$ cat src/design/vakf_pkg.sv
`timescale 1ns / 1ps

package vakf_pkg;

    localparam int STATE_W   = 48;
    localparam int PROD_W    = 96;
    localparam int Z_W       = 32;
    localparam int DT_W      = 24;
    localparam int OUT_W     = 32;
    localparam int CFG_W     = 32;
    localparam int CFG_IDX_W = 2;
    localparam int STEP_W    = 4;
    localparam int CNT_W     = 6;
    localparam int MUL_CHUNK = 16;
    localparam int MUL_STEPS = 3;
    localparam int DIV_STEPS = 48;

    localparam logic [CFG_IDX_W-1:0] REG_PROCESS_NOISE     = 2'd0;
    localparam logic [CFG_IDX_W-1:0] REG_MEASUREMENT_NOISE = 2'd1;

    localparam logic [CFG_W-1:0] PROCESS_NOISE_RST     = 32'd655360;
    localparam logic [CFG_W-1:0] MEASUREMENT_NOISE_RST = 32'd655;

    localparam logic [STATE_W-1:0] MAG48 = 48'h7FFF_FFFF_FFFF;

    // Last step of the predict phase and of the update phase.
    localparam logic [STEP_W-1:0] PREDICT_LAST = 4'd9;
    localparam logic [STEP_W-1:0] UPDATE_LAST  = 4'd14;

    typedef enum logic [2:0] {A_DT, A_Q, A_TA, A_TB, A_P00, A_P01} a_sel_t;
    typedef enum logic [2:0] {B_DT, B_X1, B_P01, B_P11, B_G0, B_E, B_P00} b_sel_t;
    typedef enum logic [1:0] {DIV_FRAC, DIV_HALF_FRAC, DIV_S} div_sel_t;
    typedef enum logic [2:0] {D_G0, D_X0, D_X1, D_P00, D_P01, D_P11, D_TA, D_TB} dst_t;
    typedef enum logic [1:0] {ACC_STORE, ACC_ADD, ACC_SUB} acc_t;

    typedef struct packed {
        a_sel_t   a_sel;
        b_sel_t   b_sel;
        div_sel_t div_sel;
        dst_t     dst;
        acc_t     acc;
    } uop_t;

    typedef struct packed {
        logic       load;
        logic       op_start;
        logic       mul_step;
        logic [1:0] mul_idx;
        logic       round;
        logic       div_step;
        logic       writeback;
        logic       calc_s;
        logic       out_load;
        uop_t       uop;
    } cmd_t;

    typedef struct packed {
        logic lost;
        logic s_positive;
    } status_t;

    // Micro-program: one scaled product and its accumulation per step.
    function automatic uop_t uop_rom(input logic [STEP_W-1:0] idx);
        uop_t u;
        case (idx)
            4'd0:    u = '{A_DT,  B_DT,  DIV_HALF_FRAC, D_G0,  ACC_STORE};
            4'd1:    u = '{A_DT,  B_X1,  DIV_FRAC,      D_X0,  ACC_ADD};
            4'd2:    u = '{A_DT,  B_P01, DIV_FRAC,      D_P00, ACC_ADD};
            4'd3:    u = '{A_DT,  B_P11, DIV_FRAC,      D_P01, ACC_ADD};
            4'd4:    u = '{A_DT,  B_P01, DIV_FRAC,      D_P00, ACC_ADD};
            4'd5:    u = '{A_Q,   B_G0,  DIV_FRAC,      D_TA,  ACC_STORE};
            4'd6:    u = '{A_Q,   B_DT,  DIV_FRAC,      D_TB,  ACC_STORE};
            4'd7:    u = '{A_TA,  B_G0,  DIV_FRAC,      D_P00, ACC_ADD};
            4'd8:    u = '{A_TA,  B_DT,  DIV_FRAC,      D_P01, ACC_ADD};
            4'd9:    u = '{A_TB,  B_DT,  DIV_FRAC,      D_P11, ACC_ADD};
            4'd10:   u = '{A_P00, B_E,   DIV_S,         D_X0,  ACC_ADD};
            4'd11:   u = '{A_P01, B_E,   DIV_S,         D_X1,  ACC_ADD};
            4'd12:   u = '{A_P01, B_P01, DIV_S,         D_P11, ACC_SUB};
            4'd13:   u = '{A_P00, B_P01, DIV_S,         D_P01, ACC_SUB};
            4'd14:   u = '{A_P00, B_P00, DIV_S,         D_P00, ACC_SUB};
            default: u = '{A_DT,  B_DT,  DIV_FRAC,      D_G0,  ACC_STORE};
        endcase
        return u;
    endfunction

    // Saturate a widened sum to the signed 48-bit state range.
    function automatic logic signed [STATE_W-1:0] sat48(input logic signed [STATE_W+1:0] v);
        logic signed [STATE_W+1:0] hi;
        logic signed [STATE_W+1:0] lo;
        hi = 50'sd140737488355327;
        lo = -50'sd140737488355328;
        if (v > hi) begin
            return hi[STATE_W-1:0];
        end else if (v < lo) begin
            return lo[STATE_W-1:0];
        end
        return v[STATE_W-1:0];
    endfunction

    // Saturate a state value to the 32-bit output range.
    function automatic logic signed [OUT_W-1:0] sat32(input logic signed [STATE_W-1:0] v);
        logic signed [STATE_W-1:0] hi;
        logic signed [STATE_W-1:0] lo;
        hi = 48'sd2147483647;
        lo = -48'sd2147483648;
        if (v > hi) begin
            return hi[OUT_W-1:0];
        end else if (v < lo) begin
            return lo[OUT_W-1:0];
        end
        return v[OUT_W-1:0];
    endfunction

endpackage

$ cat src/design/vakf_datapath.sv
`timescale 1ns / 1ps

module vakf_datapath #(
    parameter int DATA_FRAC_BITS = 16
) (
    input  logic                                   aclk,
    input  logic                                   aresetn,
    input  vakf_pkg::cmd_t                         cmd,
    output vakf_pkg::status_t                      status,
    input  logic signed [vakf_pkg::Z_W-1:0]        s_measured_velocity,
    input  logic [vakf_pkg::DT_W-1:0]              s_elapsed_time,
    input  logic                                   s_lost,
    input  logic                                   cfg_write_en,
    input  logic [vakf_pkg::CFG_IDX_W-1:0]         cfg_index,
    input  logic [vakf_pkg::CFG_W-1:0]             cfg_data,
    output logic signed [vakf_pkg::OUT_W-1:0]      m_velocity_estimate,
    output logic signed [vakf_pkg::OUT_W-1:0]      m_acceleration_estimate
);

    localparam int SW = vakf_pkg::STATE_W;
    localparam int PW = vakf_pkg::PROD_W;
    localparam int MUL_W = SW + vakf_pkg::MUL_CHUNK;
    localparam logic [PW-1:0] HALF_FRAC      = PW'(1) << (DATA_FRAC_BITS - 1);
    localparam logic [PW-1:0] HALF_HALF_FRAC = PW'(1) << DATA_FRAC_BITS;

    logic [vakf_pkg::CFG_W-1:0] q_cfg_reg;
    logic [vakf_pkg::CFG_W-1:0] r_cfg_reg;

    logic signed [SW-1:0] x0_reg, x1_reg, p00_reg, p01_reg, p11_reg;
    logic signed [SW-1:0] g0_reg, ta_reg, tb_reg, s_reg, e_reg;
    logic [vakf_pkg::DT_W-1:0]   dt_reg;
    logic signed [vakf_pkg::Z_W-1:0] z_reg;
    logic                        lost_reg;

    logic [SW-1:0] mag_a_reg, mag_b_reg;
    logic          neg_reg;
    logic [PW-1:0] prod_reg, rem_reg, dsh_reg;
    logic [SW-1:0] q_reg;
    logic signed [vakf_pkg::OUT_W-1:0] vel_out_reg, acc_out_reg;

    logic signed [SW-1:0] dt_ext, op_a, op_b, cur;
    logic [SW-1:0]        mag_res;
    logic [PW-1:0]        shifted, half, partial;
    logic [MUL_W-1:0]     part_prod;
    logic signed [SW+1:0] res, acc_val;
    logic                 ge;

    assign dt_ext = $signed({{(SW - vakf_pkg::DT_W){1'b0}}, dt_reg});

    // Configuration registers.
    always_ff @(posedge aclk) begin
        if (!aresetn) begin
            q_cfg_reg <= vakf_pkg::PROCESS_NOISE_RST;
            r_cfg_reg <= vakf_pkg::MEASUREMENT_NOISE_RST;
        end else if (cfg_write_en) begin
            if (cfg_index == vakf_pkg::REG_PROCESS_NOISE) begin
                q_cfg_reg <= cfg_data;
            end else if (cfg_index == vakf_pkg::REG_MEASUREMENT_NOISE) begin
                r_cfg_reg <= cfg_data;
            end
        end
    end

    // Operand selection for the shared multiplier.
    always_comb begin
        unique case (cmd.uop.a_sel)
            vakf_pkg::A_Q:   op_a = $signed({{(SW - vakf_pkg::CFG_W){1'b0}}, q_cfg_reg});
            vakf_pkg::A_TA:  op_a = ta_reg;
            vakf_pkg::A_TB:  op_a = tb_reg;
            vakf_pkg::A_P00: op_a = p00_reg;
            vakf_pkg::A_P01: op_a = p01_reg;
            default:         op_a = dt_ext;
        endcase
        unique case (cmd.uop.b_sel)
            vakf_pkg::B_X1:  op_b = x1_reg;
            vakf_pkg::B_P01: op_b = p01_reg;
            vakf_pkg::B_P11: op_b = p11_reg;
            vakf_pkg::B_G0:  op_b = g0_reg;
            vakf_pkg::B_E:   op_b = e_reg;
            vakf_pkg::B_P00: op_b = p00_reg;
            default:         op_b = dt_ext;
        endcase
    end

    // One 48 by 16 partial product per multiply cycle.
    always_comb begin
        part_prod = MUL_W'(mag_a_reg)
                    * MUL_W'(mag_b_reg[cmd.mul_idx * vakf_pkg::MUL_CHUNK +: vakf_pkg::MUL_CHUNK]);
        partial   = PW'(part_prod) << (cmd.mul_idx * vakf_pkg::MUL_CHUNK);
    end

    // Rounding offset is half of the divisor.
    always_comb begin
        unique case (cmd.uop.div_sel)
            vakf_pkg::DIV_HALF_FRAC: half = HALF_HALF_FRAC;
            vakf_pkg::DIV_S:         half = {{(PW - SW + 1){1'b0}}, s_reg[SW-1:1]};
            default:                 half = HALF_FRAC;
        endcase
    end

    assign ge = rem_reg >= dsh_reg;

    // Scaled magnitude, sign restore and accumulation into the destination.
    always_comb begin
        if (cmd.uop.div_sel == vakf_pkg::DIV_HALF_FRAC) begin
            shifted = rem_reg >> (DATA_FRAC_BITS + 1);
        end else begin
            shifted = rem_reg >> DATA_FRAC_BITS;
        end
        if (cmd.uop.div_sel == vakf_pkg::DIV_S) begin
            mag_res = q_reg[SW-1] ? vakf_pkg::MAG48 : q_reg;
        end else begin
            mag_res = (|shifted[PW-1:SW-1]) ? vakf_pkg::MAG48 : shifted[SW-1:0];
        end
        res = neg_reg ? -$signed({2'b00, mag_res}) : $signed({2'b00, mag_res});
        unique case (cmd.uop.dst)
            vakf_pkg::D_X0:  cur = x0_reg;
            vakf_pkg::D_X1:  cur = x1_reg;
            vakf_pkg::D_P00: cur = p00_reg;
            vakf_pkg::D_P01: cur = p01_reg;
            vakf_pkg::D_P11: cur = p11_reg;
            vakf_pkg::D_TA:  cur = ta_reg;
            vakf_pkg::D_TB:  cur = tb_reg;
            default:         cur = g0_reg;
        endcase
        unique case (cmd.uop.acc)
            vakf_pkg::ACC_ADD: acc_val = $signed({{2{cur[SW-1]}}, cur}) + res;
            vakf_pkg::ACC_SUB: acc_val = $signed({{2{cur[SW-1]}}, cur}) - res;
            default:           acc_val = res;
        endcase
    end

    // Multiply, round and divide registers.
    always_ff @(posedge aclk) begin
        if (cmd.op_start) begin
            mag_a_reg <= op_a[SW-1] ? SW'(-op_a) : op_a;
            mag_b_reg <= op_b[SW-1] ? SW'(-op_b) : op_b;
            neg_reg   <= op_a[SW-1] ^ op_b[SW-1];
            prod_reg  <= '0;
        end else if (cmd.mul_step) begin
            prod_reg <= prod_reg + partial;
        end
        if (cmd.round) begin
            rem_reg <= prod_reg + half;
            dsh_reg <= {2'b00, s_reg[SW-2:0], {(SW - 1){1'b0}}};
            q_reg   <= '0;
        end else if (cmd.div_step) begin
            if (ge) begin
                rem_reg <= rem_reg - dsh_reg;
            end
            q_reg   <= {q_reg[SW-2:0], ge};
            dsh_reg <= dsh_reg >> 1;
        end
    end

    // Item capture.
    always_ff @(posedge aclk) begin
        if (cmd.load) begin
            dt_reg   <= s_elapsed_time;
            z_reg    <= s_measured_velocity;
            lost_reg <= s_lost;
        end
    end

    // Filter state and scratch values.
    always_ff @(posedge aclk) begin
        if (!aresetn) begin
            x0_reg  <= '0;
            x1_reg  <= '0;
            p00_reg <= '0;
            p01_reg <= '0;
            p11_reg <= '0;
        end else if (cmd.writeback) begin
            unique case (cmd.uop.dst)
                vakf_pkg::D_X0:  x0_reg  <= vakf_pkg::sat48(acc_val);
                vakf_pkg::D_X1:  x1_reg  <= vakf_pkg::sat48(acc_val);
                vakf_pkg::D_P00: p00_reg <= vakf_pkg::sat48(acc_val);
                vakf_pkg::D_P01: p01_reg <= vakf_pkg::sat48(acc_val);
                vakf_pkg::D_P11: p11_reg <= vakf_pkg::sat48(acc_val);
                default: ;
            endcase
        end
    end

    always_ff @(posedge aclk) begin
        if (cmd.writeback) begin
            unique case (cmd.uop.dst)
                vakf_pkg::D_G0: g0_reg <= vakf_pkg::sat48(acc_val);
                vakf_pkg::D_TA: ta_reg <= vakf_pkg::sat48(acc_val);
                vakf_pkg::D_TB: tb_reg <= vakf_pkg::sat48(acc_val);
                default: ;
            endcase
        end
        if (cmd.calc_s) begin
            s_reg <= vakf_pkg::sat48($signed({{2{p00_reg[SW-1]}}, p00_reg})
                     + $signed({{(SW + 2 - vakf_pkg::CFG_W){1'b0}}, r_cfg_reg}));
            e_reg <= vakf_pkg::sat48($signed({{(SW + 2 - vakf_pkg::Z_W){z_reg[vakf_pkg::Z_W-1]}},
                     z_reg}) - $signed({{2{x0_reg[SW-1]}}, x0_reg}));
        end
        if (cmd.out_load) begin
            vel_out_reg <= vakf_pkg::sat32(x0_reg);
            acc_out_reg <= vakf_pkg::sat32(x1_reg);
        end
    end

    assign status.lost       = lost_reg;
    assign status.s_positive = !s_reg[SW-1] && (|s_reg);

    assign m_velocity_estimate     = vel_out_reg;
    assign m_acceleration_estimate = acc_out_reg;

endmodule

$ cat config.mk
export PLATFORM = sky130hd
export DESIGN_NAME = vakf_datapath
export DESIGN_NICKNAME = d
export VERILOG_FILES = /design/src/design/vakf_pkg.sv /design/src/design/vakf_datapath.sv
export SDC_FILE = /design/constraint.sdc
export NUM_CORES = 2
export LEC_CHECK = 0
export BUFFER_PORTS_ARGS = -buffer_cell sky130_fd_sc_hd__buf_2
export CORE_MARGIN = 2
export CORE_UTILIZATION = 60
export DETAILED_ROUTE_END_ITERATION = 8
export HOLD_SLACK_MARGIN = 0.06
export PLACE_DENSITY = 0.77
export SETUP_SLACK_MARGIN = 0.4
export SYNTH_ARGS = -nofsm -noshare
export SYNTH_HDL_FRONTEND = slang
export SYNTH_SLANG_ARGS = --single-unit
$ cat constraint.sdc
create_clock -name aclk -period 18.5 [get_ports aclk]
set_clock_uncertainty 0.2 [all_clocks]
set_input_delay 0 -clock aclk [delete_from_list [all_inputs] [get_ports aclk]]
set_output_delay 0 -clock aclk [all_outputs]
set_load 0.005 [all_outputs]
==> impl_metrics.py <==
metrics = {
    "outcome": {
        "status": "finished with violations",
        "violations": "capacitance limit, slew limit",
    },
    "flow_run": {
        "cap_viol_max_count": 1,
    },
    "die": {
        "ios": 183,
        "die_y_um": 408.0,
        "start_util": 0.6031,
        "die_w_um": 408.0,
        "dieArea_sq_um": 166500,
        "rows": 148,
        "core-area_sq_um": 162400,
    },
    "min_path": {
        "min_path_type": "in -> reg",
        "whs_path_depth": 2,
    },
    "timing": {
        "worstMarginPinSlew_ps": 1522,
        "slew_violations": 2,
        "rsz0062_at_grt": "false",
        "min_period_over_period": 0.7130,
        "min_period_ps": 13190,
        "setup_viol": 0,
        "slew_headroom": -0.02563,
        "tns_ps": 0,
        "max_clock_freq_ghz": 0.07581,
        "hold_viol": 0,
    },
    "logic_synthesis": {
        "syn_area_sq_um": 97940,
        "synth_top_flop_cell": "edfxtp_1",
        "synth_common_cells": "1231 x nand2_1, 1063 x inv_1, 840 x a21oi_1, 767 x nor2_1, 669 x o21ai_0",
        "avgSynthCellArea_sq_um": 8.730,
        "synth_top_area_frac": 0.1843,
        "yosysSeqAreaShare": 0.2854,
        "synth-edff-count": 601,
        "yosys_warnings": 0,
        "synth.most_common_cell": "nand2_1",
        "synth-seq-cells": 1096,
        "synth_nets": 12493,
        "synth_cells": 11219,
        "netlist_top_cells_area": "edfxtp_1 18%, fa_1 13%, dfxtp_1 10%, ha_1 6.5%, nand2_1 4.7%",
        "synth_area_leader_cell": "edfxtp_1",
        "synthArstFlopShare": 0,
        "ys_types": 111,
    },
    "worst_setup_path": {
        "slowest_delay_ps": 660,
        "cpMostUsedCell": "a21oi_1",
        "cp-end-kind": "register",
        "arrival_ps": 13660,
        "crit_type": "reg -> reg",
        "rr_worst_depth": 48,
        "crit_required_ps": 18970,
        "critPathSlowestCell": "o22ai_4",
        "cp-start-kind": "register",
        "crit_fanout": 31,
    },
    "cts": {
        "numCtsBuffers": 121,
        "clock_latency_ps": 880,
        "cts_tree": "built",
        "cts.root.buffer_cell": "clkbuf_16",
        "clk_path_buf_depth": 3,
        "cts.sinks": 1096,
        "cts.htree.levels": 3,
        "cts_resized": 0,
        "clkTransAtPathRegs_ps": 60,
    },
    "grt": {
        "grt_pass1_vias": 88229,
        "grt_usage": 0.4624,
        "grt_pass1_wl_mm": 575.8,
        "grt_max_degree": 107,
        "overflow": 0,
        "antenna_found_initial": 30,
    },
    "drt": {
        "drt-initial-drc-count": 12712,
        "dr.pass1.iters": 7,
        "wl_per_cell_um": 29.01,
        "via_count": 90760,
        "drt_wl_total_mm": 394.1,
        "drc": 0,
        "drtAntennaViolNets": 0,
        "routed_via_density": 6.680,
    },
    "placed_design": {
        "dp_cells": 13119,
        "io_buffers": 182,
        "dp_hpwl_mm": 294.4,
        "gp_congestion": 1.056,
    },
    "final_layout": {
        "final_cells": 13587,
        "fill_cells": 13176,
        "syn_to_final_growth_pct": 9.611,
        "final_nets": 12559,
        "final_layout_size_suffix_gt1_frac": 0.07188,
    },
}
## cells in the final DEF, fill, tap and decap left out, drive strengths merged, types with 74 or more instances in the layout
cell type    instances
o31ai               81
nand4              109
a21o               389
mux2i              326
buf                353
dlygate4sd3        217
nand2             1232
o21bai              93
nand2b              91
nor4                76
a21oi              875
fa                 648
ha                 509
edfxtp             601
dfxtp              495
a22oi              112
xnor2              378
clkbuf             165
a221oi              85
inv               1091
o21ai              722
and2               338
a21boi              81
and3                74
nor2b               99
nand3              225
nor3               100
a31oi               81
nor2               769
xor2               248
## cell families (layout without fill, tap and decap cells)
logic type | Yosys count | after routing | synth area share
xor gates and xnor gates | 626 | 626 | 0.05598
buffers and inverters | 1721 | 1896 | 0.06680
adders and majority gates | 1163 | 1163 | 0.1981
AOI/OAI and AO/OA | 2975 | 2975 | 0.1950
DFF | 1096 | 1096 | 0.2854
muxes | 396 | 396 | 0.04378
and+or+nand+nor | 3242 | 3242 | 0.1549
other | 0 | 18 | 0
## stage by stage
stage,util,setup slack [ps],hold slack [ps],area (sq um)
2_1_floorplan,-,7076,-101.1,97940
3_3_place_gp,0.6212,5132,-23.75,100900
3_5_place_dp,0.6212,4810,-21.72,100900
4_1_cts,0.6607,5564,82.62,107300
5_1_grt,0.6608,4568,140.7,107300
6_report,0.6610,5309,72.54,107400
## critical path: cells and delay by family, from the launching register on
kind            cells  cell delay, ps
simple gates        5             570
compound gates     26            6090
buf+inv             4             730
flops               1             340
fa+ha+maj           8            3770
xor+xnor            1             300
mux                 4             920
## timing repair
| action | CTS | global route |
|---|---|---|
| endpoints found under the setup margin | 0 | 0 |
| hold buffers | 217 | 0 |
| endpoints found under the hold margin | 883 | 0 |
| buffers inserted | 0 | 0 |
## layout make-up
type,instances,area (sq um),share of cell area
flip-flops and latches,1096,27960,0.2604
clock inverters,68,937.1,0.008730
clock buffers,164,3309,0.03083
repair buffers,571,4417,0.04114
multi-input cells,8402,63860,0.5949
diodes,18,45.04,0.0004196
well taps,2175,2721,0.02535
inverters,1093,4103,0.03822
## routing by layer
layer / wire (um) / GRT usage / vias to the layer above
met2: 169800 / 0.6971 / 6475
met3: 46950 / 0.1194 / 1730
met5: 138 / 0.002586 / -
met1: 139600 / 0.5665 / 43562
li1: - / - / 38971
met4: 37580 / 0.3582 / 22
## path summary, 6_finish.rpt
kind	from	to	slack (ps)
worst min register to register	q_cfg_reg[12]	q_cfg_reg[12]	270
worst min-delay path	cmd[21]	mag_a_reg[22]	70
worst max register to register	mag_b_reg[23]	prod_reg[95]	5310
worst max-delay path	mag_b_reg[23]	prod_reg[95]	5310
Power is left out: the tool's default activity adds up to more than one toggle a clock period on the data nets, which glitch-free logic cannot reach.
