`config.mk`:
```
export PLATFORM = sky130hd
export DESIGN_NAME = vakf_controller
export DESIGN_NICKNAME = d
export VERILOG_FILES = /design/src/design/vakf_pkg.sv /design/src/design/vakf_controller.sv
export SDC_FILE = /design/constraint.sdc
export NUM_CORES = 1
export LEC_CHECK = 0
export ABC_AREA = 1
export ABC_CLOCK_PERIOD_IN_PS = 6200
export BUFFER_PORTS_ARGS = -buffer_cell sky130_fd_sc_hd__buf_4
export CAP_MARGIN = 10
export CORE_MARGIN = 2
export CORE_UTILIZATION = 30
export DETAILED_ROUTE_END_ITERATION = 7
export HOLD_SLACK_MARGIN = 0.02
export PLACE_DENSITY = 0.46
export SYNTH_ARGS = -nofsm -noshare
export SYNTH_HDL_FRONTEND = slang
export SYNTH_SLANG_ARGS = --single-unit
```
`constraint.sdc`:
```
create_clock -name aclk -period 6.2 [get_ports aclk]
set_input_delay 0.31 -clock aclk [delete_from_list [all_inputs] [get_ports aclk]]
set_output_delay 0.31 -clock aclk [all_outputs]
set_load 0.01 [all_outputs]
```
`src/design/vakf_pkg.sv`:
```
`timescale 1ns / 1ps

package vakf_pkg;

    localparam int STATE_W   = 48;
    localparam int PROD_W    = 96;
    localparam int Z_W       = 32;
    localparam int DT_W      = 24;
    localparam int OUT_W     = 32;
    localparam int CFG_W     = 32;
    localparam int CFG_IDX_W = 2;
    localparam int STEP_W    = 4;
    localparam int CNT_W     = 6;
    localparam int MUL_CHUNK = 16;
    localparam int MUL_STEPS = 3;
    localparam int DIV_STEPS = 48;

    localparam logic [CFG_IDX_W-1:0] REG_PROCESS_NOISE     = 2'd0;
    localparam logic [CFG_IDX_W-1:0] REG_MEASUREMENT_NOISE = 2'd1;

    localparam logic [CFG_W-1:0] PROCESS_NOISE_RST     = 32'd655360;
    localparam logic [CFG_W-1:0] MEASUREMENT_NOISE_RST = 32'd655;

    localparam logic [STATE_W-1:0] MAG48 = 48'h7FFF_FFFF_FFFF;

    // Last step of the predict phase and of the update phase.
    localparam logic [STEP_W-1:0] PREDICT_LAST = 4'd9;
    localparam logic [STEP_W-1:0] UPDATE_LAST  = 4'd14;

    typedef enum logic [2:0] {A_DT, A_Q, A_TA, A_TB, A_P00, A_P01} a_sel_t;
    typedef enum logic [2:0] {B_DT, B_X1, B_P01, B_P11, B_G0, B_E, B_P00} b_sel_t;
    typedef enum logic [1:0] {DIV_FRAC, DIV_HALF_FRAC, DIV_S} div_sel_t;
    typedef enum logic [2:0] {D_G0, D_X0, D_X1, D_P00, D_P01, D_P11, D_TA, D_TB} dst_t;
    typedef enum logic [1:0] {ACC_STORE, ACC_ADD, ACC_SUB} acc_t;

    typedef struct packed {
        a_sel_t   a_sel;
        b_sel_t   b_sel;
        div_sel_t div_sel;
        dst_t     dst;
        acc_t     acc;
    } uop_t;

    typedef struct packed {
        logic       load;
        logic       op_start;
        logic       mul_step;
        logic [1:0] mul_idx;
        logic       round;
        logic       div_step;
        logic       writeback;
        logic       calc_s;
        logic       out_load;
        uop_t       uop;
    } cmd_t;

    typedef struct packed {
        logic lost;
        logic s_positive;
    } status_t;

    // Micro-program: one scaled product and its accumulation per step.
    function automatic uop_t uop_rom(input logic [STEP_W-1:0] idx);
        uop_t u;
        case (idx)
            4'd0:    u = '{A_DT,  B_DT,  DIV_HALF_FRAC, D_G0,  ACC_STORE};
            4'd1:    u = '{A_DT,  B_X1,  DIV_FRAC,      D_X0,  ACC_ADD};
            4'd2:    u = '{A_DT,  B_P01, DIV_FRAC,      D_P00, ACC_ADD};
            4'd3:    u = '{A_DT,  B_P11, DIV_FRAC,      D_P01, ACC_ADD};
            4'd4:    u = '{A_DT,  B_P01, DIV_FRAC,      D_P00, ACC_ADD};
            4'd5:    u = '{A_Q,   B_G0,  DIV_FRAC,      D_TA,  ACC_STORE};
            4'd6:    u = '{A_Q,   B_DT,  DIV_FRAC,      D_TB,  ACC_STORE};
            4'd7:    u = '{A_TA,  B_G0,  DIV_FRAC,      D_P00, ACC_ADD};
            4'd8:    u = '{A_TA,  B_DT,  DIV_FRAC,      D_P01, ACC_ADD};
            4'd9:    u = '{A_TB,  B_DT,  DIV_FRAC,      D_P11, ACC_ADD};
            4'd10:   u = '{A_P00, B_E,   DIV_S,         D_X0,  ACC_ADD};
            4'd11:   u = '{A_P01, B_E,   DIV_S,         D_X1,  ACC_ADD};
            4'd12:   u = '{A_P01, B_P01, DIV_S,         D_P11, ACC_SUB};
            4'd13:   u = '{A_P00, B_P01, DIV_S,         D_P01, ACC_SUB};
            4'd14:   u = '{A_P00, B_P00, DIV_S,         D_P00, ACC_SUB};
            default: u = '{A_DT,  B_DT,  DIV_FRAC,      D_G0,  ACC_STORE};
        endcase
        return u;
    endfunction

    // Saturate a widened sum to the signed 48-bit state range.
    function automatic logic signed [STATE_W-1:0] sat48(input logic signed [STATE_W+1:0] v);
        logic signed [STATE_W+1:0] hi;
        logic signed [STATE_W+1:0] lo;
        hi = 50'sd140737488355327;
        lo = -50'sd140737488355328;
        if (v > hi) begin
            return hi[STATE_W-1:0];
        end else if (v < lo) begin
            return lo[STATE_W-1:0];
        end
        return v[STATE_W-1:0];
    endfunction

    // Saturate a state value to the 32-bit output range.
    function automatic logic signed [OUT_W-1:0] sat32(input logic signed [STATE_W-1:0] v);
        logic signed [STATE_W-1:0] hi;
        logic signed [STATE_W-1:0] lo;
        hi = 48'sd2147483647;
        lo = -48'sd2147483648;
        if (v > hi) begin
            return hi[OUT_W-1:0];
        end else if (v < lo) begin
            return lo[OUT_W-1:0];
        end
        return v[OUT_W-1:0];
    endfunction

endpackage

```
`src/design/vakf_controller.sv`:
```
`timescale 1ns / 1ps

module vakf_controller (
    input  logic              aclk,
    input  logic              aresetn,
    input  logic              s_valid,
    output logic              s_ready,
    output logic              m_valid,
    input  logic              m_ready,
    input  vakf_pkg::status_t status,
    output vakf_pkg::cmd_t    cmd
);

    localparam logic [3:0] ST_IDLE  = 4'd0;
    localparam logic [3:0] ST_OPER  = 4'd1;
    localparam logic [3:0] ST_MUL   = 4'd2;
    localparam logic [3:0] ST_ROUND = 4'd3;
    localparam logic [3:0] ST_DIV   = 4'd4;
    localparam logic [3:0] ST_WB    = 4'd5;
    localparam logic [3:0] ST_SCALC = 4'd6;
    localparam logic [3:0] ST_SDEC  = 4'd7;
    localparam logic [3:0] ST_DONE  = 4'd8;

    logic [3:0]                    state_reg, state_next;
    logic [vakf_pkg::STEP_W-1:0]   step_reg, step_next;
    logic [vakf_pkg::CNT_W-1:0]    cnt_reg, cnt_next;
    logic                          m_valid_reg, m_valid_next;
    vakf_pkg::uop_t                uop;

    assign uop = vakf_pkg::uop_rom(step_reg);

    // Sequencer: one micro-step of multiply, round, optional divide and write-back.
    always_comb begin
        state_next   = state_reg;
        step_next    = step_reg;
        cnt_next     = cnt_reg;
        cmd          = '0;
        cmd.uop      = uop;
        cmd.mul_idx  = cnt_reg[1:0];
        s_ready      = 1'b0;
        unique case (state_reg)
            ST_IDLE: begin
                s_ready = 1'b1;
                if (s_valid) begin
                    cmd.load   = 1'b1;
                    step_next  = '0;
                    state_next = ST_OPER;
                end
            end
            ST_OPER: begin
                cmd.op_start = 1'b1;
                cnt_next     = '0;
                state_next   = ST_MUL;
            end
            ST_MUL: begin
                cmd.mul_step = 1'b1;
                if (cnt_reg == vakf_pkg::CNT_W'(vakf_pkg::MUL_STEPS - 1)) begin
                    state_next = ST_ROUND;
                end else begin
                    cnt_next = cnt_reg + vakf_pkg::CNT_W'(1);
                end
            end
            ST_ROUND: begin
                cmd.round = 1'b1;
                cnt_next  = '0;
                if (uop.div_sel == vakf_pkg::DIV_S) begin
                    state_next = ST_DIV;
                end else begin
                    state_next = ST_WB;
                end
            end
            ST_DIV: begin
                cmd.div_step = 1'b1;
                if (cnt_reg == vakf_pkg::CNT_W'(vakf_pkg::DIV_STEPS - 1)) begin
                    state_next = ST_WB;
                end else begin
                    cnt_next = cnt_reg + vakf_pkg::CNT_W'(1);
                end
            end
            ST_WB: begin
                cmd.writeback = 1'b1;
                if (step_reg == vakf_pkg::PREDICT_LAST) begin
                    state_next = ST_SCALC;
                end else if (step_reg == vakf_pkg::UPDATE_LAST) begin
                    state_next = ST_DONE;
                end else begin
                    step_next  = step_reg + vakf_pkg::STEP_W'(1);
                    state_next = ST_OPER;
                end
            end
            ST_SCALC: begin
                cmd.calc_s = 1'b1;
                state_next = ST_SDEC;
            end
            ST_SDEC: begin
                if (status.lost || !status.s_positive) begin
                    state_next = ST_DONE;
                end else begin
                    step_next  = step_reg + vakf_pkg::STEP_W'(1);
                    state_next = ST_OPER;
                end
            end
            ST_DONE: begin
                if (!m_valid_reg || m_ready) begin
                    cmd.out_load = 1'b1;
                    state_next   = ST_IDLE;
                end
            end
            default: begin
                state_next = ST_IDLE;
            end
        endcase
    end

    // Result register valid flag.
    always_comb begin
        if (cmd.out_load) begin
            m_valid_next = 1'b1;
        end else if (m_ready) begin
            m_valid_next = 1'b0;
        end else begin
            m_valid_next = m_valid_reg;
        end
    end

    always_ff @(posedge aclk) begin
        if (!aresetn) begin
            state_reg   <= ST_IDLE;
            step_reg    <= '0;
            cnt_reg     <= '0;
            m_valid_reg <= 1'b0;
        end else begin
            state_reg   <= state_next;
            step_reg    <= step_next;
            cnt_reg     <= cnt_next;
            m_valid_reg <= m_valid_next;
        end
    end

    assign m_valid = m_valid_reg;

endmodule

```
==> flow_metrics.tcl, run 1 <==
set metrics [dict create \
    p_leak_nw 1.08 \
    synth_top_family_by_area "simple AND/OR/NAND/NOR gates" \
    drive_gt1_frac 0.270 \
    synth_compound_area_frac 0.0562 \
    clk_pin_slew_worst_paths_ps 100 \
    final_cell_area_um2 2160 \
    cts_sinks 27 \
    synthCells 247 \
    routed_wl_um 4020 \
    tns_ps 0 \
    grt_max_degree 16 \
    gr-usage-all-layers 0.129 \
    status "complete, no violations" \
    synth_edf_count 0 \
    async_flop_share 0 \
    utilization 0.365 \
    critical-path-top-delay-family "simple AND/OR/NAND/NOR gates" \
    hold_violations 0 \
    crit_fanout 8 \
    cp_cell_sequence "inv_2 > nor2_2 > nand2_4 > nor2_4 > nor2_8 > nand2_8 > nand2_1 > nand3_2 > inv_1 > ha_1 > inv_1 > nand3_1 > nand2_1 > nand2_1 > nand2_1" \
    dr.pass1.iters 4 \
    num_io_pins 31 \
    synth_fp_nets 263 \
    yosys_most_used_dff "dfxtp_1" \
    root_buffer "clkbuf_8" \
    timing.fmax_mhz 434 \
    hold_path.class "input pin to flop" \
    critPathSlowestCell "dfxtp_1" \
    cts_hold_buf 0 \
    grt_pass1_vias 1497 \
    largest_reg_flops 12 \
    clk_latency_ps 280 \
    max-vdd-ir-drop_mv 0.200 \
    synth_cell_types 32 \
    area_growth_pct 16.9 \
    worstSetupPathType "flop to flop" \
    synthAdderAreaFrac 0.0678 \
    hpwlAfterDp_um 3280 \
    synth_xor_area_frac 0.00474 \
    cts_made_buffers 3 \
    rows 28 \
    crit_top_cell "nand2_1" \
    synthMuxAreaShare 0 \
    ys_ff_latch 27 \
    yosysWarnings 0 \
    initial_core_util 0.312 \
    yosys.area_share.simple 0.469 \
    wl_per_cell_um 11.5 \
    synthTopCellsByCount "43 x nand2_1, 33 x inv_1, 27 x dfxtp_1, 27 x nand3_1, 27 x nor2_1" \
    via_per_inst 4.52 \
    slew_violations 0 \
    synthTopCellsByArea "dfxtp_1 29%, nand2_1 8.7%, nand3_1 7.3%, ha_1 6.8%, inv_1 6.7%" \
    grt_overflow 0 \
    postCtsSetupBuffers 0 \
    antenna_found_initial 0 \
    power_density_nw_per_um2 403 \
    placed_area_um2 2110 \
    critPathRequiredTime_ps 6420 \
    netlist_area_um2 1850 \
    rsz0062_at_grt "false" \
    tightest_slew_ps 385 \
    cts_resized 0 \
    synth_seq_area_share 0.293 \
    nNetsFinal 291 \
    globalplace.congestion 0.794 \
    core-area_um2 5920 \
    crit_arrival_ps 2530 \
    clockBufferDepth 2 \
    drt-initial-drc-count 37 \
    antenna_left 0 \
    synth_area_leader_cell "dfxtp_1" \
    maxCapViolations 0 \
    max_stage_delay_ps 560 \
    htree_levels 1 \
    die-height_um 82.5 \
    drc 0 \
    synth_most_common_cell "nand2_1" \
    post-route-min-period_ps 2300 \
    cts_tree "yes" \
    path_buf_inv 3 \
    finClkSkew_ps 6.42 \
    grt_pass1_wl_um 6840 \
    slew_headroom 0.742 \
    vias 1579 \
    yosysTopAreaCellShare 0.293 \
    setup.worst_path.start_class "flop" \
    period_share 0.372 \
    setup_viol 0 \
    die-area_um2 6800 \
    die-width_um 82.5 \
    critPathCaptureType "flop" \
    syn_avg_cell_area_um2 7.48 \
    antennaDiodeCount 0 \
    port_buffers 30 \
]
worst register-to-register path: cells and delay by family (launching register included):
family / cells / cell delay (ps)
buf+inv: 3 / 260
flops: 1 / 560
simple gates: 11 / 1130
fa+ha+maj: 1 / 310
path summary, 6_finish.rpt:
| kind | endpoint | start | slack [ps] | depth (start not counted) |
|---|---|---|---|---|
| worst max-delay path | uop[4] | state_reg[0] | 3900 | 15 |
| worst min-delay path | m_valid | m_ready | 310 | 4 |
| worst max register to register | uop[4] | state_reg[0] | 3900 | 15 |
| worst min register to register | cnt_reg[4] | cnt_reg[4] | 510 | 2 |
report_power, final:
part / switching, mW / internal, mW / leakage [nW]
Sequential: 0.0466 / 0.226 / 0.221
Clock: 0.0590 / 0.0451 / 0.0255
Combinational: 0.309 / 0.185 / 0.830
Total: 0.414 / 0.456 / 1.08
per-layer routing:
layer | up-vias | global-route usage | wire, um
met5 | - | 0 | 0
met4 | 0 | 0.0283 | 19
met3 | 2 | 0.0283 | 184
met2 | 30 | 0.223 | 1940
met1 | 705 | 0.165 | 1870
li1 | 842 | - | -
area by class of cell:
type | instances | area, um^2
clock buffers | 3 | 41.3
clock inverters | 1 | 5.00
fillers | 639 | 3760
inverters | 39 | 149
multi-input cells | 174 | 1100
flip-flops and latches | 27 | 541
well taps | 75 | 93.8
repair buffers | 30 | 225
layout by cell type, fill, tap and decap left out, types with 3 or more instances in the layout:
| cell | count |
|---|---|
| a21oi_1 | 8 |
| buf_4 | 30 |
| clkbuf_8 | 3 |
| dfxtp_1 | 27 |
| ha_1 | 10 |
| inv_1 | 33 |
| inv_2 | 5 |
| nand2_1 | 43 |
| nand2_2 | 9 |
| nand2_4 | 3 |
| nand3_1 | 27 |
| nand3_2 | 4 |
| nand3_4 | 4 |
| nand3b_1 | 4 |
| nand4_1 | 3 |
| nor2_1 | 27 |
| nor2_2 | 3 |
| nor2_4 | 5 |
| nor2_8 | 4 |
| nor3_1 | 4 |
| o21ai_0 | 5 |
| o21ai_1 | 3 |
per-stage QoR:
| step | hold slack (ps) | instances | total power, mW | setup slack [ps] |
|---|---|---|---|---|
| 2_1_floorplan | 472 | 247 | 0.642 | 4190 |
| 3_3_place_gp | 496 | 345 | 0.784 | 3960 |
| 3_5_place_dp | 497 | 345 | 0.778 | 3910 |
| 4_1_cts | 301 | 349 | 0.887 | 3880 |
| 5_1_grt | 308 | 349 | 0.956 | 3650 |
| 6_report | 313 | 349 | 0.870 | 3900 |
cells by family after synthesis:
| family | after synthesis |
|---|---|
| simple gates | 144 |
| xor+xnor | 1 |
| fa+ha+maj | 10 |
| compound gates | 19 |
| flops | 27 |
| buf+inv | 46 |
Power figures use the tool's default switching activity.
==> inputs of run 2 (changes only) <==
Settings changed: ABC_CLOCK_PERIOD_IN_PS 6200 to 2370.
Clock period 6.2 ns to 2.37 ns, I/O delays scaled along.
==> run 2 against run 1 <==
- total power rose to 2.7 times the previous value
- first-iteration DRC count down 32%
- register-to-register slack worse by 3700 ps
- design area up 1.2%
- non-clock buffer count up 2
- clock power rose to 2.6 times the previous value
- clock-buffer cell count up 1
- largest cell class unchanged
- via count down 0.38%
- clock skew down 4.3 ps
- core utilization up 0.42 points
- critical path depth unchanged
==> flow_metrics.tcl, run 2 (synthesis results as in run 1) <==
set metrics [dict create \
    dr.pass1.iters 4 \
    rows 28 \
    grt_pass1_wl_um 6810 \
    power_density_nw_per_um2 1060 \
    grt_max_degree 16 \
    cts_hold_buf 0 \
    core-area_um2 5920 \
    p_switching_mw 1.09 \
    use_met2 0.223 \
    grt_use_met3 0.0272 \
    antenna_found_initial 0 \
    htree_levels 1 \
    root_buffer "clkbuf_8" \
    p_leak_nw 1.08 \
    final_cell_mix "43 x nand2_1, 32 x inv_1, 32 x buf_4" \
    port_buffers 30 \
    n_fill_cell 636 \
    largest_reg_flops 12 \
    hold_violations 0 \
    clockBufferDepth 2 \
    antennaDiodeCount 0 \
    setup.worst_path.start_class "flop" \
    area_growth_pct 18.2 \
    slew_headroom 0.749 \
    dpl_worst_slack_ps 88.8 \
    status "complete, no violations" \
    drc 0 \
    final_common_cell "nand2_1" \
    cts_made_buffers 3 \
    drt-initial-drc-count 25 \
    r2r_slack_ps 200 \
    crit_arrival_ps 2400 \
    post-route-min-period_ps 2170 \
    timing.fmax_mhz 460 \
    grt_use_met1 0.164 \
    globalplace.congestion 0.794 \
    die-area_um2 6800 \
    via_per_inst 4.48 \
    power_mw 2.31 \
    tightest_slew_ps 374 \
    slew_violations 0 \
    combinationalPowerShare 0.574 \
    hpwlAfterDp_um 3300 \
    critPathCaptureType "flop" \
    finClkSkew_ps 2.12 \
    clk_pin_slew_worst_paths_ps 90 \
    clk_latency_ps 270 \
    ff_latch_area_um2 544 \
    hold_path.class "input pin to flop" \
    placed_cells 345 \
    wl_per_cell_um 11.7 \
    worstSetupPathType "flop to flop" \
    grt_overflow 0 \
    p_sw_frac 0.470 \
    die-height_um 82.5 \
    multi_input_area_um2 1110 \
    finalWorstSetupSlack_ps 198 \
    period_share 0.916 \
    num_io_pins 31 \
    max-vdd-ir-drop_mv 0.472 \
    grt_pass1_vias 1503 \
    routed_wl_um 4120 \
    tns_ps 0 \
    cts_sinks 27 \
    p_clk_frac 0.115 \
    initial_core_util 0.312 \
    nNetsFinal 293 \
    power_frac_seq 0.311 \
    antenna_left 0 \
    vias 1573 \
    intPower_mw 1.22 \
    setup_viol 0 \
    maxCapViolations 0 \
    hold_ws_ps 128 \
    gr-usage-all-layers 0.129 \
    drive_gt1_frac 0.286 \
    critPathRequiredTime_ps 2590 \
    die-width_um 82.5 \
    grt.busiest_layer "met2" \
    stdcell_count 351 \
    crit_fanout 7 \
    cts_tree "yes" \
]
==> run 2: final timing paths <==
| path | startpoint | to | cells past startpoint |
|---|---|---|---|
| max | step_reg[0] | uop[4] | 15 |
| max reg2reg | step_reg[0] | uop[4] | 15 |
| min | m_ready | m_valid | 4 |
| min reg2reg | cnt_reg[4] | cnt_reg[4] | 2 |
==> run 2: area by class of cell <==
type	count	area share
well taps	75	0.0430
repair buffers	32	0.110
clock buffers	4	0.0206
inverters	39	0.0682
multi-input cells	174	0.509
flip-flops and latches	27	0.249
==> run 2: per-stage QoR <==
step | utilization | cell area, um^2
6_report | 0.369 | 2180
5_1_grt | 0.369 | 2180
4_1_cts | 0.364 | 2160
3_5_place_dp | 0.357 | 2110
3_3_place_gp | 0.357 | 2110
2_1_floorplan | - | 1850
==> run 2: timing repair <==
| action | in CTS | in global routing |
|---|---|---|
| setup endpoints to repair | 0 | 7 |
| resized for setup | 0 | 5 |
| buffers inserted | 0 | 2 |
==> run 2: worst max-delay path: stages (launching register included) <==
cell     delay, ps
dfxtp_2        390
inv_1           70
ha_1           190
nand3_1        160
nor2_4          80
nor2_8         200
nand2_8        100
nand2_1        120
nand3_4        120
inv_2          100
ha_1           240
inv_1           90
nand3_1         90
nand2_1         80
nand2_1         50
nand2_1         50
==> run 2: power groups by stage <==
| stage | clock [mW] | sequential, mW | combinational [mW] |
|---|---|---|---|
| after floorplan | 0 | 0.716 | 0.962 |
| after global placement | 0 | 0.730 | 1.32 |
| after detailed placement | 0 | 0.726 | 1.31 |
| after global routing | 0.295 | 0.737 | 1.50 |
| after CTS | 0.284 | 0.716 | 1.31 |
| final | 0.266 | 0.719 | 1.33 |
==> run 2: metal layers <==
metal / up-vias / share of wire
li1: 847 / -
met1: 696 / 0.48
met2: 25 / 0.48
met3: 5 / 0.038
met4: 0 / 0.0082
met5: - / 0
